==> src/hdl/can_rx_ping_pong_buffer_core_macros.svh <==
// Assertion macros for the CAN receive ping-pong buffer
`ifndef CAN_RX_PING_PONG_BUFFER_CORE_MACROS_SVH
`define CAN_RX_PING_PONG_BUFFER_CORE_MACROS_SVH
`ifndef SYNTH
`define CRPP_CHECK(lbl, prop, msg) \
  lbl: assert property (@(posedge clk) disable iff (!rst_n) prop) else $error(msg);
`define CRPP_NEVER(lbl, expr, msg) \
  lbl: assert property (@(posedge clk) disable iff (!rst_n) !(expr)) else $error(msg);
`else
`define CRPP_CHECK(lbl, prop, msg)
`define CRPP_NEVER(lbl, expr, msg)
`endif
`endif

==> src/hdl/crpp_ram.sv <==
// Generic single-write, single-read RAM with registered read data
module crpp_ram #(
  parameter int WIDTH = 8,
  parameter int DEPTH = 16,
  localparam int AW   = $clog2(DEPTH)
) (
  input  logic             clk,
  input  logic             we,
  input  logic [AW-1:0]    waddr,
  input  logic [WIDTH-1:0] wdata,
  input  logic [AW-1:0]    raddr,
  output logic [WIDTH-1:0] rdata
);

  logic [WIDTH-1:0] mem [DEPTH];

  always_ff @(posedge clk) begin
    if (we) begin
      mem[waddr] <= wdata;
    end
    rdata <= mem[raddr];
  end

endmodule

==> config.mk <==
export PLATFORM = sky130hd
export DESIGN_NAME = crpp_ram
export DESIGN_NICKNAME = d
export VERILOG_FILES = /design/src/hdl/can_rx_ping_pong_buffer_core_macros.svh /design/src/hdl/crpp_ram.sv
export SDC_FILE = /design/constraint.sdc
export NUM_CORES = 1
export LEC_CHECK = 0
export BUFFER_PORTS_ARGS = -buffer_cell sky130_fd_sc_hd__clkbuf_2
export CAP_MARGIN = 20
export CORE_MARGIN = 2
export CORE_UTILIZATION = 54
export CTS_CLUSTER_DIAMETER = 30
export DETAILED_ROUTE_END_ITERATION = 12
export GPL_ROUTABILITY_DRIVEN = 0
export PLACE_DENSITY = 0.74
export SKIP_LAST_GASP = 1
export SLEW_MARGIN = 20
export SYNTH_ARGS = -nofsm -noshare
export SYNTH_HDL_FRONTEND = slang
export SYNTH_SLANG_ARGS = --single-unit
==> constraint.sdc <==
create_clock -name clk -period 1.97 [get_ports clk]
set_input_delay 0.394 -clock clk [delete_from_list [all_inputs] [get_ports clk]]
set_output_delay 0.394 -clock clk [all_outputs]
set_load 0.05 [all_outputs]
After elaboration in Yosys (flattened, before gate mapping)
Memory sizes are Yosys's and may differ from the RTL's. A register that Yosys moved wholly into a read port is not among the register bits.
Cells that the tools add are included.
{ "word_totals": {"in_bits": 18, "elab_cells": 3, "memories": 1, "output_inout_bits": 8, "mem_bits_rw": 128, "reg_bits": 0} }
{ "op_classes": {"muxes": 2} }
{ "mem_list": {"columns": ["name", "depth", "word_bits", "read_ports", "rd_ports_with_merged_regs", "wr", "line", "text"], "rows": [
  ["mem", 16, 8, 1, 1, 1, "crpp_ram.sv:15", "logic [WIDTH-1:0] mem [DEPTH];"]
]} }
{ "op_table": {"columns": ["cell", "count"], "rows": [
  ["$mux W1", 2]
]} }

Longest topological paths before layout
Gate-level depths: netlist of run 1.
{ "logic_depth": {"depth_word": 2, "mapped_depth": 5, "mapped_depth_nobuf": 3} }

Worst setup path after synthesis of run 1
OpenSTA, ideal clock, no wires.
{ "synth_path": {"path_kind": "input to register", "from": "in waddr[2]", "to": "mem mem[0][0], enable pin", "setup_ns": 0.383, "path_buffers": 0, "path_stages": 2, "setup_slack_ns": 0.083, "t_arrival_ns": 1.504, "required_time_ns": 1.587, "cell_sequence": "or3b_2 > nor3_1"} }
{ "synth_rtl": {"columns": ["item", "line", "text"], "rows": [
  ["from (decl)", "crpp_ram.sv:9", "input logic [AW-1:0] waddr,"],
  ["to (decl)", "crpp_ram.sv:15", null]
]} }
Straight into the memory's write port.

Worst setup path after layout of run 1
{ "layout_path": {"from": "reg rdata[7] (read register of mem)", "to": "out rdata[7]"} }
{ "layout_rtl": {"columns": ["item", "line", "text"], "rows": [
  ["from (decl)", "crpp_ram.sv:12", "output logic [WIDTH-1:0] rdata"]
]} }
No word-level cell between the ends.

==> reports/metrics.csv, run 1 <==
metric,value,unit
outcome,"complete, no violations",
tightest_slew,0.519,ns
ys_warn_count,0,
synthCells,229,
min_period_over_period,80.9,%
start_util,55.7,%
ant_nets,0,
diodes,0,
cts_tree,built,
synth-edff-count,128,
chipHeight,102,um
grt_max_degree,18,
cts_setup_buffers,0,
area_growth,21.2,%
r2r_cells,3,
ir_drop,0.000748,V
start_kind,register,
cp_num_cells,1,
netlist.area_leader.share,74.7,%
worstPathArrival,1.20,ns
cts.sinks,136,
r2r-start,mem[10][4]$_DFFE_PP_,
maxCapViolCount,0,
postCtsHoldBufs,0,
maxSlewHeadroom,65.4,%
crit_buf_inv,1,
hold_viol,0,
grt_pass1_vias,2568,
synthFlopType,edfxtp_1,
io_buffers,25,
critPathCaptureType,output port,
via_per_inst,5.85,
die_area,0.0103,mm2
crit_family,flip-flops,
cts_resized,0,
wl_per_cell,24.1,um
cts_buffers,17,
drc,0,
rsz0062_at_grt,false,
firstDrtPassIters,4,
place_hpwl,6500,um
synth_cell_types,19,
yosysSeqAreaShare,77.8,%
syn_area_per_cell,22.5,um2
row_count,35,
clock_skew,0.00906,ns
drtIter0Drc,205,
die_w,102,um
worstHoldPathType,input pin to register,
fin_nets,307,
slew_viol_final,0,
place_area,0.00559,mm2
cts_root_buffer,clkbuf_8,
fin_util,67.5,%
dp_cells,399,
synthMostInstantiatedCell,edfxtp_1,
period_minus_slack,1.59,ns
cts_max_path_buffers,2,
fin_area,0.00624,mm2
grt_pass1_wl,15600,um
min_to,mem[0][6]$_DFFE_PP_,
synth_area_leaders,"edfxtp_1, mux4_2, mux4_1, dfxtp_1, a22oi_1",
async_flop_share,0,%
synth.net_count,247,
coreArea,0.00924,mm2
reg2reg_to,rdata[4]$_DFF_P_,
setup_violations,0,
path_class,register to output port,
drive_gt1_share,33.4,%
ys_top_cells_by_count,"edfxtp_1, mux4_2, a22oi_1, mux4_1, nor2_1",
insertion_delay,0.51,ns
cts-htree-levels,4,
critPathRequiredTime,1.58,ns
fmax,0.628,GHz
num_vias,2522,
finalNonFillerCells,431,
path_cells,clkbuf_2,
max_stage_delay,0.38,ns
wl,10400,um
reg2reg_setup_slack,0.46,ns
critPathMaxFanout,1,
clk_pin_slew,0.06,ns
pin_count,26,
power.static_leakage,2.16,nW
slowest_stage,dfxtp_1,
synth_top_area_cell,edfxtp_1,
groute.usage.overall,22.5,%
synth_area,0.00515,mm2
holdPathStages,1,
min_from,wdata[6],
gr-total-overflow,0,
ys_seq_elements,136,
p_per_area,1130,mW/mm2
antenna_found_initial,0,
setup_slack,0.377,ns
preCtsSetupSlack,-0.0409,ns
-- worst max-delay path by stage --
stage	from	to	slack (ns)
finish	rdata[7]$_DFF_P_	rdata[7]	0.38
detailed placement	raddr[0]	rdata[4]$_DFF_P_	-0.04
floorplan	waddr[2]	mem[0][0]$_DFFE_PP_	0.08
CTS	rdata[7]$_DFF_P_	rdata[7]	0.35
global placement	raddr[1]	rdata[7]$_DFF_P_	0.06
global route	rdata[7]$_DFF_P_	rdata[7]	0.33
-- final cells by class --
cell class,instances,area [um2]
multi-input combinational,83,1060
timing repair buffer,51,370
clock inverter,13,216
tap,129,161
fill,563,3000
clock buffer,19,432
sequential,136,4000
-- state kept, by name, summed over array words and instances, names as in the netlist --
register  cells
mem         128
rdata         8
-- kinds of logic (layout without fill, tap and decap cells) --
family          after synthesis  in the layout  share of synthesized area, %
buf+inv                      10             83                          1.68
flops                       136            136                          77.8
simple gates                 35             35                          3.18
compound gates               16             16                          2.33
mux                          32             32                          15.0
-- cells in the final DEF (no fill, tap or decap), drive strengths merged --
cell      count
nand3         1
a22oi        16
nor3          4
or3b          1
inv           3
and2          1
clkinv        2
bufinv        5
nand2b        2
nand3b        2
nand2         9
nor2b         1
clkinvlp      3
buf          26
nor2         13
clkbuf       44
mux4         32
edfxtp      128
and2b         1
dfxtp         8
-- power breakdown --
group          internal, mW  total, mW  leakage, nW  switching, mW
clock                  2.23       3.40        0.306           1.17
combinational         0.141      0.379        0.629          0.239
sequential             3.24       3.26         1.22         0.0244
total                  5.61       7.04         2.16           1.43
-- stage by stage --
stage	hold WS (ns)	total power [mW]	TNS, ns
3_3_place_gp	0.656	3.69	0
4_1_cts	0.272	7.07	0
3_5_place_dp	0.669	3.70	-0.0454
2_1_floorplan	0.493	3.54	0
6_report	0.295	7.04	0
5_1_grt	0.305	7.25	0
-- per-layer routing --
metal / GRT usage (%) / routed length (um) / vias to the layer above
met1: 29.9 / 4310 / 1326
met2: 36.3 / 5430 / 91
met5: 0 / 0 / -
li1: - / - / 1099
met3: 5.66 / 535 / 6
met4: 8.52 / 95 / 0
No activity file was read; power rests on OpenSTA's default activity.
==> run 2, diff against run 1 <==
--- a/config.mk
+++ b/config.mk
@@ -8,11 +8,11 @@
 export BUFFER_PORTS_ARGS = -buffer_cell sky130_fd_sc_hd__clkbuf_2
 export CAP_MARGIN = 20
 export CORE_MARGIN = 2
-export CORE_UTILIZATION = 54
+export CORE_UTILIZATION = 60
 export CTS_CLUSTER_DIAMETER = 30
 export DETAILED_ROUTE_END_ITERATION = 12
 export GPL_ROUTABILITY_DRIVEN = 0
-export PLACE_DENSITY = 0.74
+export PLACE_DENSITY = 0.78
 export SKIP_LAST_GASP = 1
 export SLEW_MARGIN = 20
 export SYNTH_ARGS = -nofsm -noshare
==> constraint.sdc (replaced) <==
create_clock -name clk -period 1.6 [get_ports clk]
set_input_delay 0.32 -clock clk [delete_from_list [all_inputs] [get_ports clk]]
set_output_delay 0.32 -clock clk [all_outputs]
set_load 0.05 [all_outputs]
==> run 2 against run 1 <==
  * Sequential share of layout area increased by 1.1 points
  * Critical path depth is the same
  * Largest cell class unchanged
  * First-iteration DRC count down 12%
  * Register-to-register slack got worse by 0.19 ns
  * Clock power increased by 10%
  * Cell area decreased by 1.7%
  * Clock skew is 0.00089 ns lower
  * Flip-flop and latch count unchanged
==> reports/metrics.csv, run 2 (synthesized netlist as in run 1, its figures left out) <==
metric,value,unit,change
clk_pin_slew,0.06,ns,about the same
cts_buffers,17,,unchanged
final_cell_mix,"edfxtp_1, clkbuf_2, buf_4",,
largest_register,mem,,
num_vias,2559,,+1.5%
grt_max_degree,25,,+7
cts_setup_buffers,0,,unchanged
fin_util,74.3,%,+6.8 points
start_util,62.3,%,+6.6 points
cts.sinks,136,,unchanged
chipHeight,96.6,um,-4.9%
place_hpwl,5900,um,-9.3%
wl_per_cell,24.2,um,+0.60%
slew_viol_final,0,,unchanged
critPathMaxFanout,1,,unchanged
setup_violations,0,,unchanged
io_buffers,25,,unchanged
coreArea,0.00826,mm2,-11%
row_count,33,,-5.7%
wl,9840,um,-5.2%
insertion_delay,0.51,ns,about the same
drc,0,,unchanged
fin_nets,306,,-0.33%
maxCapViolCount,0,,unchanged
final_common_cell,edfxtp_1,,
die_w,96.6,um,-4.9%
rsz0062_at_grt,false,,
pin_count,26,,unchanged
clock_skew,0.00817,ns,-0.000891 ns
cts_resized,0,,unchanged
worstHoldPathType,input pin to register,,
period_minus_slack,1.51,ns,
reg.largest.list,"mem: 128 flops, rdata: 8 flops",,
cts_max_path_buffers,2,,unchanged
cts-htree-levels,4,,unchanged
path_cells,clkbuf_2,,
maxSlewHeadroom,47.3,%,-18 points
area_growth,19.2,%,
hold_viol,0,,unchanged
gr-total-overflow,0,,unchanged
fmax,0.663,GHz,
diodes,0,,unchanged
worstPathArrival,1.19,ns,about the same
postCtsHoldBufs,0,,unchanged
crit_family,flip-flops,,
grt_pass1_vias,2709,,+5.5%
drive_gt1_share,32.2,%,-1.2 points
ir_drop,0.000838,V,+12%
min_period_over_period,94.3,%,
reg2reg_setup_slack,0.27,ns,-0.19 ns
start_kind,register,,
total_power,8.21,mW,+17%
drtIter0Drc,180,,-12%
crit_buf_inv,1,,unchanged
power.static_leakage,2.11,nW,-2.1%
die_area,0.00934,mm2,-9.6%
max_stage_delay,0.37,ns,about the same
slowest_stage,dfxtp_1,,
antenna_found_initial,0,,unchanged
path_class,register to output port,,
critPathCaptureType,output port,,
cts_root_buffer,clkbuf_8,,
groute.usage.overall,23.2,%,+0.68 points
via_per_inst,6.30,,+7.7%
fin_setup_tns,0,ns,unchanged
firstDrtPassIters,4,,unchanged
ant_nets,0,,unchanged
critPathRequiredTime,1.28,ns,-0.30 ns
p_per_area,1340,mW/mm2,+19%
cts_tree,built,,
tightest_slew,0.787,ns,+0.269 ns
outcome,"complete, no violations",,
largest_register_ffs,128,,unchanged
grt_pass1_wl,15600,um,+0.58%
run 2: through the flow:
step	area (um2)	std cells	worst slack (ns)	hold WS, ns
floorplan	5150	229	0.0139	0.419
global placement	5560	374	-0.0810	0.651
detailed placement	5560	374	-0.0926	0.666
CTS	6140	406	0.0660	0.218
global route	6140	406	0.0535	0.244
finish	6140	406	0.0914	0.219
run 2: per-layer routing:
layer | global-route usage [%] | vias up | part of all wire, %
met5 | 0 | - | 0
met2 | 37.4 | 96 | 51
met3 | 7.15 | 12 | 5.9
li1 | - | 1098 | -
met1 | 30.5 | 1353 | 41
met4 | 7.80 | 0 | 1.4
run 2: final timing paths:
check / start / end / cells after the start
max: rdata[0]$_DFF_P_ / rdata[0] / 1
min: wdata[4] / mem[6][4]$_DFFE_PP_ / 1
max reg2reg: mem[2][6]$_DFFE_PP_ / rdata[6]$_DFF_P_ / 3
min reg2reg: mem[12][6]$_DFFE_PP_ / rdata[6]$_DFF_P_ / 3
run 2: where the power goes:
| part | leakage [nW] | total (mW) | internal (mW) | switching, mW |
|---|---|---|---|---|
| clock network | 0.267 | 3.74 | 2.36 | 1.38 |
| registers | 1.22 | 4.01 | 3.98 | 0.0298 |
| logic | 0.623 | 0.461 | 0.175 | 0.286 |
run 2: area by class of cell:
cell class | count | area, um2
well taps | 105 | 131
clock inverters | 13 | 154
multi-input cells | 83 | 1060
flip-flops and latches | 136 | 4000
repair buffers | 50 | 363
fillers | 438 | 2120
clock buffers | 19 | 422
