===== src/hdl/can_rx_ping_pong_buffer_core_macros.svh =====
// Assertion macros for the CAN receive ping-pong buffer
`ifndef CAN_RX_PING_PONG_BUFFER_CORE_MACROS_SVH
`define CAN_RX_PING_PONG_BUFFER_CORE_MACROS_SVH
`ifndef SYNTH
`define CRPP_CHECK(lbl, prop, msg) \
  lbl: assert property (@(posedge clk) disable iff (!rst_n) prop) else $error(msg);
`define CRPP_NEVER(lbl, expr, msg) \
  lbl: assert property (@(posedge clk) disable iff (!rst_n) !(expr)) else $error(msg);
`else
`define CRPP_CHECK(lbl, prop, msg)
`define CRPP_NEVER(lbl, expr, msg)
`endif
`endif


===== src/hdl/crpp_pkg.sv =====
// Shared types, codes and address helper for the CAN receive ping-pong buffer
package crpp_pkg;

  localparam int BANK_DEPTH = 32;
  localparam int CNT_W      = $clog2(BANK_DEPTH + 1);
  localparam int ADDR_W     = $clog2(2 * BANK_DEPTH);

  localparam int CMD_W   = 2;
  localparam int ID_W    = 11;
  localparam int LEN_W   = 4;
  localparam int DATA_W  = 64;
  localparam int STAT_W  = 2;
  localparam int LEVEL_W = 6;
  localparam int DROP_W  = 32;

  localparam logic [CMD_W-1:0] CMD_PUSH   = 2'd0;
  localparam logic [CMD_W-1:0] CMD_OLDEST = 2'd1;
  localparam logic [CMD_W-1:0] CMD_BY_ID  = 2'd2;

  localparam logic [STAT_W-1:0] ST_OK   = 2'd0;
  localparam logic [STAT_W-1:0] ST_NONE = 2'd1;
  localparam logic [STAT_W-1:0] ST_DROP = 2'd2;

  typedef struct packed {
    logic [CMD_W-1:0]  command;
    logic [ID_W-1:0]   frame_id;
    logic [LEN_W-1:0]  frame_length;
    logic [DATA_W-1:0] frame_bytes;
    logic              batch_end;
    logic [ID_W-1:0]   wanted_id;
  } crpp_in_t;

  typedef struct packed {
    logic [STAT_W-1:0]  status;
    logic [ID_W-1:0]    out_id;
    logic [LEN_W-1:0]   out_length;
    logic [DATA_W-1:0]  out_bytes;
    logic [LEVEL_W-1:0] ready_level;
    logic               wake;
    logic [DROP_W-1:0]  dropped_total;
  } crpp_out_t;

  typedef struct packed {
    logic [LEN_W-1:0]  frame_length;
    logic [ID_W-1:0]   frame_id;
    logic [DATA_W-1:0] frame_bytes;
  } crpp_entry_t;

  localparam int ENTRY_W = $bits(crpp_entry_t);

  typedef struct packed {
    logic              we;
    logic [ADDR_W-1:0] waddr;
    crpp_entry_t       wdata;
    logic [ADDR_W-1:0] raddr;
  } crpp_mem_req_t;

  typedef enum logic [1:0] {
    S_IDLE,
    S_SCAN,
    S_SHIFT,
    S_OUT
  } crpp_state_t;

  function automatic logic [ADDR_W-1:0] ram_addr(input logic bank,
                                                 input logic [CNT_W-1:0] idx);
    return ADDR_W'(idx) + (bank ? ADDR_W'(BANK_DEPTH) : ADDR_W'(0));
  endfunction

endpackage


===== src/hdl/crpp_seq.sv =====
// Sequencer: bank bookkeeping, search and compaction walk, result register
`include "can_rx_ping_pong_buffer_core_macros.svh"
module crpp_seq
  import crpp_pkg::*;
(
  input  logic          clk,
  input  logic          rst_n,
  input  logic          cfg_wr_en,
  input  logic          cfg_wr_data,
  input  logic          in_valid,
  output logic          in_stall,
  input  crpp_in_t      in_item,
  output logic          out_valid,
  input  logic          out_stall,
  output crpp_out_t     out_item,
  output crpp_mem_req_t mem_req,
  input  crpp_entry_t   rd_entry
);

  crpp_state_t       state_r, state_nxt;
  logic              active_bank_r, active_bank_nxt;
  logic [CNT_W-1:0]  active_fill_r, active_fill_nxt;
  logic [CNT_W-1:0]  ready_fill_r, ready_fill_nxt;
  logic [DROP_W-1:0] drop_r, drop_nxt;
  logic              notify_r, notify_nxt;
  logic [CNT_W-1:0]  rd_idx_r, rd_idx_nxt;
  logic [CNT_W-1:0]  wr_idx_r, wr_idx_nxt;
  logic              pend_r, pend_nxt;
  logic [CMD_W-1:0]  cmd_r, cmd_nxt;
  logic [ID_W-1:0]   want_r, want_nxt;
  crpp_out_t         res_r, res_nxt;
  crpp_out_t         out_r, out_nxt;
  logic              out_valid_r, out_valid_nxt;

  logic             ready_bank;
  logic             push_full;
  logic [CNT_W-1:0] push_fill;
  logic             issue;
  logic             match;
  logic             out_free;

  assign in_stall   = (state_r != S_IDLE);
  assign out_valid  = out_valid_r;
  assign out_item   = out_r;
  assign ready_bank = ~active_bank_r;
  assign push_full  = (active_fill_r == CNT_W'(BANK_DEPTH));
  assign push_fill  = push_full ? active_fill_r : active_fill_r + 1'b1;
  assign issue      = (rd_idx_r < ready_fill_r);
  assign match      = pend_r && ((cmd_r == CMD_OLDEST) || (rd_entry.frame_id == want_r));
  assign out_free   = !out_valid_r || !out_stall;

  always_ff @(posedge clk) begin
    if (!rst_n) begin
      state_r       <= S_IDLE;
      active_bank_r <= 1'b0;
      active_fill_r <= '0;
      ready_fill_r  <= '0;
      drop_r        <= '0;
      notify_r      <= 1'b0;
      pend_r        <= 1'b0;
      out_valid_r   <= 1'b0;
    end else begin
      state_r       <= state_nxt;
      active_bank_r <= active_bank_nxt;
      active_fill_r <= active_fill_nxt;
      ready_fill_r  <= ready_fill_nxt;
      drop_r        <= drop_nxt;
      notify_r      <= notify_nxt;
      pend_r        <= pend_nxt;
      out_valid_r   <= out_valid_nxt;
    end
  end

  always_ff @(posedge clk) begin
    rd_idx_r <= rd_idx_nxt;
    wr_idx_r <= wr_idx_nxt;
    cmd_r    <= cmd_nxt;
    want_r   <= want_nxt;
    res_r    <= res_nxt;
    out_r    <= out_nxt;
  end

  always_comb begin
    state_nxt       = state_r;
    active_bank_nxt = active_bank_r;
    active_fill_nxt = active_fill_r;
    ready_fill_nxt  = ready_fill_r;
    drop_nxt        = drop_r;
    notify_nxt      = cfg_wr_en ? cfg_wr_data : notify_r;
    rd_idx_nxt      = rd_idx_r;
    wr_idx_nxt      = wr_idx_r;
    pend_nxt        = pend_r;
    cmd_nxt         = cmd_r;
    want_nxt        = want_r;
    res_nxt         = res_r;
    out_nxt         = out_r;
    out_valid_nxt   = out_valid_r && out_stall;
    mem_req.we      = 1'b0;
    mem_req.waddr   = ram_addr(ready_bank, wr_idx_r);
    mem_req.wdata   = rd_entry;
    mem_req.raddr   = ram_addr(ready_bank, rd_idx_r);

    case (state_r)
      S_IDLE: begin
        if (in_valid) begin
          res_nxt        = '0;
          res_nxt.status = ST_NONE;
          cmd_nxt        = in_item.command;
          want_nxt       = in_item.wanted_id;
          rd_idx_nxt     = '0;
          pend_nxt       = 1'b0;
          state_nxt      = S_OUT;
          case (in_item.command)
            CMD_PUSH: begin
              if (push_full) begin
                drop_nxt       = drop_r + 1'b1;
                res_nxt.status = ST_DROP;
              end else begin
                mem_req.we                 = 1'b1;
                mem_req.waddr              = ram_addr(active_bank_r, active_fill_r);
                mem_req.wdata.frame_id     = in_item.frame_id;
                mem_req.wdata.frame_length = in_item.frame_length;
                mem_req.wdata.frame_bytes  = in_item.frame_bytes;
                res_nxt.status             = ST_OK;
              end
              active_fill_nxt = push_fill;
              if (in_item.batch_end) begin
                if (ready_fill_r == '0 && push_fill != '0) begin
                  ready_fill_nxt  = push_fill;
                  active_bank_nxt = ~active_bank_r;
                  active_fill_nxt = '0;
                  res_nxt.wake    = notify_r;
                end else begin
                  res_nxt.wake    = notify_r && (ready_fill_r != '0);
                end
              end
            end
            CMD_OLDEST, CMD_BY_ID: begin
              if (ready_fill_r == '0 && active_fill_r != '0) begin
                ready_fill_nxt  = active_fill_r;
                active_bank_nxt = ~active_bank_r;
                active_fill_nxt = '0;
                state_nxt       = S_SCAN;
              end else if (ready_fill_r != '0) begin
                state_nxt = S_SCAN;
              end
            end
            default: begin
              state_nxt = S_OUT;
            end
          endcase
        end
      end
      S_SCAN: begin
        if (issue) begin
          rd_idx_nxt = rd_idx_r + 1'b1;
        end
        pend_nxt = issue;
        if (match) begin
          res_nxt.status     = ST_OK;
          res_nxt.out_id     = rd_entry.frame_id;
          res_nxt.out_length = rd_entry.frame_length;
          res_nxt.out_bytes  = rd_entry.frame_bytes;
          wr_idx_nxt         = rd_idx_r - 1'b1;
          state_nxt          = S_SHIFT;
        end else if (pend_r && !issue) begin
          state_nxt = S_OUT;
        end
      end
      S_SHIFT: begin
        if (issue) begin
          rd_idx_nxt = rd_idx_r + 1'b1;
        end
        pend_nxt = issue;
        if (pend_r) begin
          mem_req.we = 1'b1;
          wr_idx_nxt = wr_idx_r + 1'b1;
        end else begin
          ready_fill_nxt = ready_fill_r - 1'b1;
          state_nxt      = S_OUT;
        end
      end
      S_OUT: begin
        if (out_free) begin
          out_nxt               = res_r;
          out_nxt.ready_level   = LEVEL_W'(ready_fill_r);
          out_nxt.dropped_total = drop_r;
          out_valid_nxt         = 1'b1;
          state_nxt             = S_IDLE;
        end
      end
      default: begin
        state_nxt = S_IDLE;
      end
    endcase
  end

  `CRPP_CHECK(a_active_bound, active_fill_r <= CNT_W'(BANK_DEPTH), "active fill beyond bank")
  `CRPP_CHECK(a_ready_bound, ready_fill_r <= CNT_W'(BANK_DEPTH), "ready fill beyond bank")
  `CRPP_NEVER(a_scan_empty, state_r == S_SCAN && ready_fill_r == '0, "scan of empty bank")
  `CRPP_CHECK(a_shift_inside, state_r == S_SHIFT |-> wr_idx_r < ready_fill_r, "move past fill")

endmodule


===== config.mk =====
export PLATFORM = sky130hd
export DESIGN_NAME = crpp_seq
export DESIGN_NICKNAME = d
export VERILOG_FILES = /design/src/hdl/crpp_pkg.sv /design/src/hdl/crpp_seq.sv
export VERILOG_INCLUDE_DIRS = /design/src /design/src/hdl
export SDC_FILE = /design/constraint.sdc
export NUM_CORES = 1
export LEC_CHECK = 0
export ABC_CLOCK_PERIOD_IN_PS = 13350
export BUFFER_PORTS_ARGS = -buffer_cell sky130_fd_sc_hd__buf_2
export CORE_ASPECT_RATIO = 1.1
export CORE_MARGIN = 3
export CORE_UTILIZATION = 34
export DETAILED_ROUTE_END_ITERATION = 16
export GPL_TIMING_DRIVEN = 0
export SLEW_MARGIN = 20
export SYNTH_ARGS = -nofsm -noshare
export SYNTH_HDL_FRONTEND = slang
export SYNTH_SLANG_ARGS = --single-unit

===== constraint.sdc =====
create_clock -name clk -period 13.35 [get_ports clk]
set_input_delay 1.335 -clock clk [delete_from_list [all_inputs] [get_ports clk]]
set_output_delay 1.335 -clock clk [all_outputs]
set_load 0.01 [all_outputs]

* Yosys cells after proc, flatten, opt, wreduce, memory -nomap -nowiden
Cells that the tools add are included.
W data, S select, Z words.
** Storage, ports and cells
- Input port bits :: 178
- Bits in registers :: 277
- Word-level logic and storage cells :: 145
- Output and inout bits :: 214
** Operators by class
- Muxes and demuxes :: 51
- Magnitude comparators :: 1
- Add/subtract/negate cells :: 9
- Reductions and logical operators :: 37
- Bitwise gates (word level) :: 1
- Equal/unequal tests :: 22
** Operators with widths (count)
- $mux W86 :: 3
- $pmux W81 S2 :: 1
- $mux W120 :: 1
- $mux W6 :: 15
- $mux W85 :: 1
- $mux W81 :: 1
- $pmux W6 S2 :: 5
- $add A32 B1 Y32 const B :: 1
- $mux W2 :: 10
- $add A6 B1 Y6 const B :: 3
- $add A6 B6 Y6 :: 3
- $reduce_bool A6 Y1 :: 3
- $ne A2 B2 Y1 const B :: 8
- $ne A3 B3 Y1 const B :: 4
- $reduce_and A4 Y1 :: 3
- $reduce_bool A2 Y1 :: 6
- $sub A6 B1 Y6 const B :: 2
- $eq A11 B11 Y1 :: 1
- $mux W1 :: 10
- $reduce_and A3 Y1 :: 3
- $pmux W2 S4 :: 1
- $reduce_and A2 Y1 :: 4
- $reduce_and A7 Y1 :: 1
- $eq A2 B1 Y1 const B :: 3
- other kinds (14) :: 28

* Depth between registers and ports, before layout
- Depth in word-level cells :: 9
- Depth in mapped cells :: 11
- Depth with buffers taken out :: 8

* Worst setup path after synthesis
Ideal clock, no wire load.
- Kind :: input-to-reg
- From :: input port out_stall
- To :: register out_r (netlist bit out_item[0]) (enable)
- Cell stages on the path :: 1
- Setup time :: 0.781 ns
- Data required time :: 12.569 ns
- Arrival time :: 10.015 ns
- Path buffers :: 0
- Slack :: 2.555 ns
- Cells stage by stage :: a21boi_0
** On the way
- Word-level cells in the longest chain between the ends :: 3
** Ends and longest elaborated chain
- start: declaration :: RTL line crpp_seq.sv:14 : input logic out_stall,
- $logic_not A1 Y1 :: RTL line crpp_seq.sv:50 : assign out_free = !out_valid_r || !out_stall;
- $logic_or A1 B1 Y1 :: RTL line crpp_seq.sv:50
- $reduce_and A2 Y1 (no source line)
- end signal: assignment :: RTL line crpp_seq.sv:80 : out_r <= out_nxt;
- end: declaration :: RTL line crpp_seq.sv:32 : crpp_out_t out_r, out_nxt;
No other way between the ends.
A chain may end at the register's enable or synchronous reset.

==> reports/metrics.csv <==
metric,value,unit
Mapped Area,12100,um2
Worst setup EP type,primary output,
asr flop ratio synth,0,
area grow syn2layout,31.6,%
cts repair resizes,0,
clock transition at the registers of the reported paths,0.06,ns
Routed WL,35400,um
post-route ant nets,0,
grt total ovfl,0,
DP Wirelength,27100,um
"Distinct cells, synth",65,
Max IR drop VDD,0.0980,mV
Die Y-Extent,204,um
Leak,6.74,nW
WS Path Type,input pin to primary output,
Final Util,0.459,
PD cells,179,nW/um2
Worst Path Max Fanout,10,
# diodes,0,
synthesized net count,1249,
cts-stage hold buffer count,0,
vias in the first global route,8945,
clk sinks,277,
"commonest non-fill, non-tap cells in the layout","396 x buf_2, 280 x nand2_1, 227 x edfxtp_1, 92 x and2_1, 57 x nor2_1",
Final Non-Filler Cells,1950,
max_cap viols,0,
filler cell count,3243,
Die X,186,um
H-tree Lvls,1,
Sequential Area,7820,um2
postcts setup bufs,0,
Post-route DRC,0,
I/O pin cnt,392,
post-layout min period,5.70,ns
PortBufs,390,
"Top cell by count, worst path",buf_2,
# setup viols final,0,
Slew @ Worst Pin,0.898,ns
post-synthesis sequential area ratio,0.648,
Bufs on Longest Clock Path,3,
f_max,175,MHz
number of vias per cell,4.79,
CP Launch Type,input pin,
Worst path max stage delay,0.67,ns
Post-Syn Instances,1054,
Slew Limit Fails,0,
Placeable Area,34600,um2
Post-synth EDFFs,227,
Multi-input gate area,3920,um2
max_slew headroom,0.402,
worst-path cell chain,buf_2 > inv_1 > ha_1 > buf_2 > and3_1 > clkbuf_1 > and2_1 > clkbuf_1 > buf_2 > clkbuf_1 > nand2_1 > nand2_1 > buf_2,
DR WL/cell,18.1,um
layout cells sized above 1,0.321,
fin crit share,0.427,
setup_tns,0,ns
CTS buffer count,30,
global-route wire length before repair,52000,um
CTS tree,built,
FP Rows,71,
nets@finish,1683,
Initial Util,0.349,
Vias,9343,
CP arrival,4.37,ns
"commonest non-fill, non-tap cell in the layout",buf_2,
largest net degree at the start of global routing,25,
GP Congestion,0.866,
area of the die,37800,um2
skew final,0.0139,ns
Avg Inst Size Synth,11.4,um2
synth warn,0,
placed cells,1894,
Skew-Pair Late Insertion Delay,0.56,ns
GRT Util Overall,0.178,
CP Data Required Time,12.02,ns
"Max stage delay cell, worst path",clkbuf_1,
clock root cell,clkbuf_16,
Post-synth top flop,edfxtp_1,
"flops & latches, synth",277,
Final Hold Vio Count,0,
worst hold path class,register to register,
initial antenna violation count,1,
First-pass DRT Iterations,5,
Iteration-0 DRC Markers,625,
RSZ-0062 raised after global routing,no,
outcome,"complete, no violations",
critical path: cells and delay by family:
family                     cells  cell delay [ns]
buffers and inverters          8             2.32
adders and majority gates      1             0.13
and+or+nand+nor                4             0.57
routing by layer:
layer  vias to the layer above  share of wire  global-route usage
li1                       4518              -                   -
met1                      4437           0.39               0.221
met2                       338           0.51               0.321
met3                        48          0.073              0.0355
met4                         2          0.020              0.0402
met5                         -        0.00028                   0
worst paths after layout:
| check | to | cells past startpoint | from | slack (ns) |
|---|---|---|---|---|
| hold reg to reg | out_item[107] | 0 | res_r[107] | 0.41 |
| setup / recovery | mem_req[77] | 13 | in_item[91] | 7.65 |
| hold / removal | out_item[107] | 0 | res_r[107] | 0.41 |
| setup reg to reg | res_r[88] | 11 | state_r[1] | 9.77 |
flip-flops by register name, summed over array words and instances, names as in the netlist:
name,flops
rd_idx_r,6
ready_fill_r,6
out_item,120
state_r,2
notify_r,1
pend_r,1
res_r,82
wr_idx_r,6
drop_r,32
want_r,11
out_valid,1
active_bank_r,1
cmd_r,2
active_fill_r,6
synthesized netlist by cell type, types with 17 or more instances:
master    instances  share of area
ha_1             17          0.018
and2_1           92          0.048
dfxtp_1          50          0.083
xor2_1           36          0.026
nor2_1           57          0.018
clkbuf_1         39          0.012
a21oi_1          18         0.0075
edfxtp_1        227           0.57
nand3_1          30          0.012
inv_1            23         0.0072
nand2_1         280          0.087
xnor2_1          26          0.019
layout make-up:
type | count | area share
Sequential cell | 277 | 0.493
Multi-Input combinational cell | 697 | 0.247
Timing Repair Buffer | 402 | 0.138
Clock buffer | 36 | 0.0520
Tap cell | 438 | 0.0345
Buffer | 56 | 0.0154
Clock inverter | 20 | 0.0144
Inverter | 24 | 0.00568
stage by stage:
step | setup WS [ns] | hold WS [ns] | power [W] | instance area, um2
final | 7.65 | 0.414 | 0.00284 | 15900
after global routing | 7.33 | 0.419 | 0.00300 | 15900
after CTS | 7.55 | 0.407 | 0.00288 | 15900
after detailed placement | 7.56 | 0.405 | 0.00200 | 14800
after global placement | -2.66 | 0.400 | 0.00200 | 14600
after floorplan | 2.55 | 0.400 | 0.00172 | 12100
where the power goes:
part	leakage (nW)	internal [W]	switching (W)
clock	0.517	0.000519	0.000348
combinational	3.63	0.000275	0.000438
sequential	2.59	0.00120	0.0000641
cell families (layout without fill, tap and decap cells):
| kind of cell | Yosys count | in the layout | share of synthesized area |
|---|---|---|---|
| adder cells (fa/ha/maj) | 17 | 17 | 0.0176 |
| XOR/XNOR | 62 | 62 | 0.0450 |
| flip-flops | 277 | 277 | 0.648 |
| multiplexers | 3 | 3 | 0.00249 |
| AND/OR/NAND/NOR | 529 | 529 | 0.209 |
| AO/OA/AOI/OAI | 86 | 86 | 0.0501 |
| buffers and inverters | 80 | 538 | 0.0277 |
Note: power is estimated with default switching activity, not from simulation.
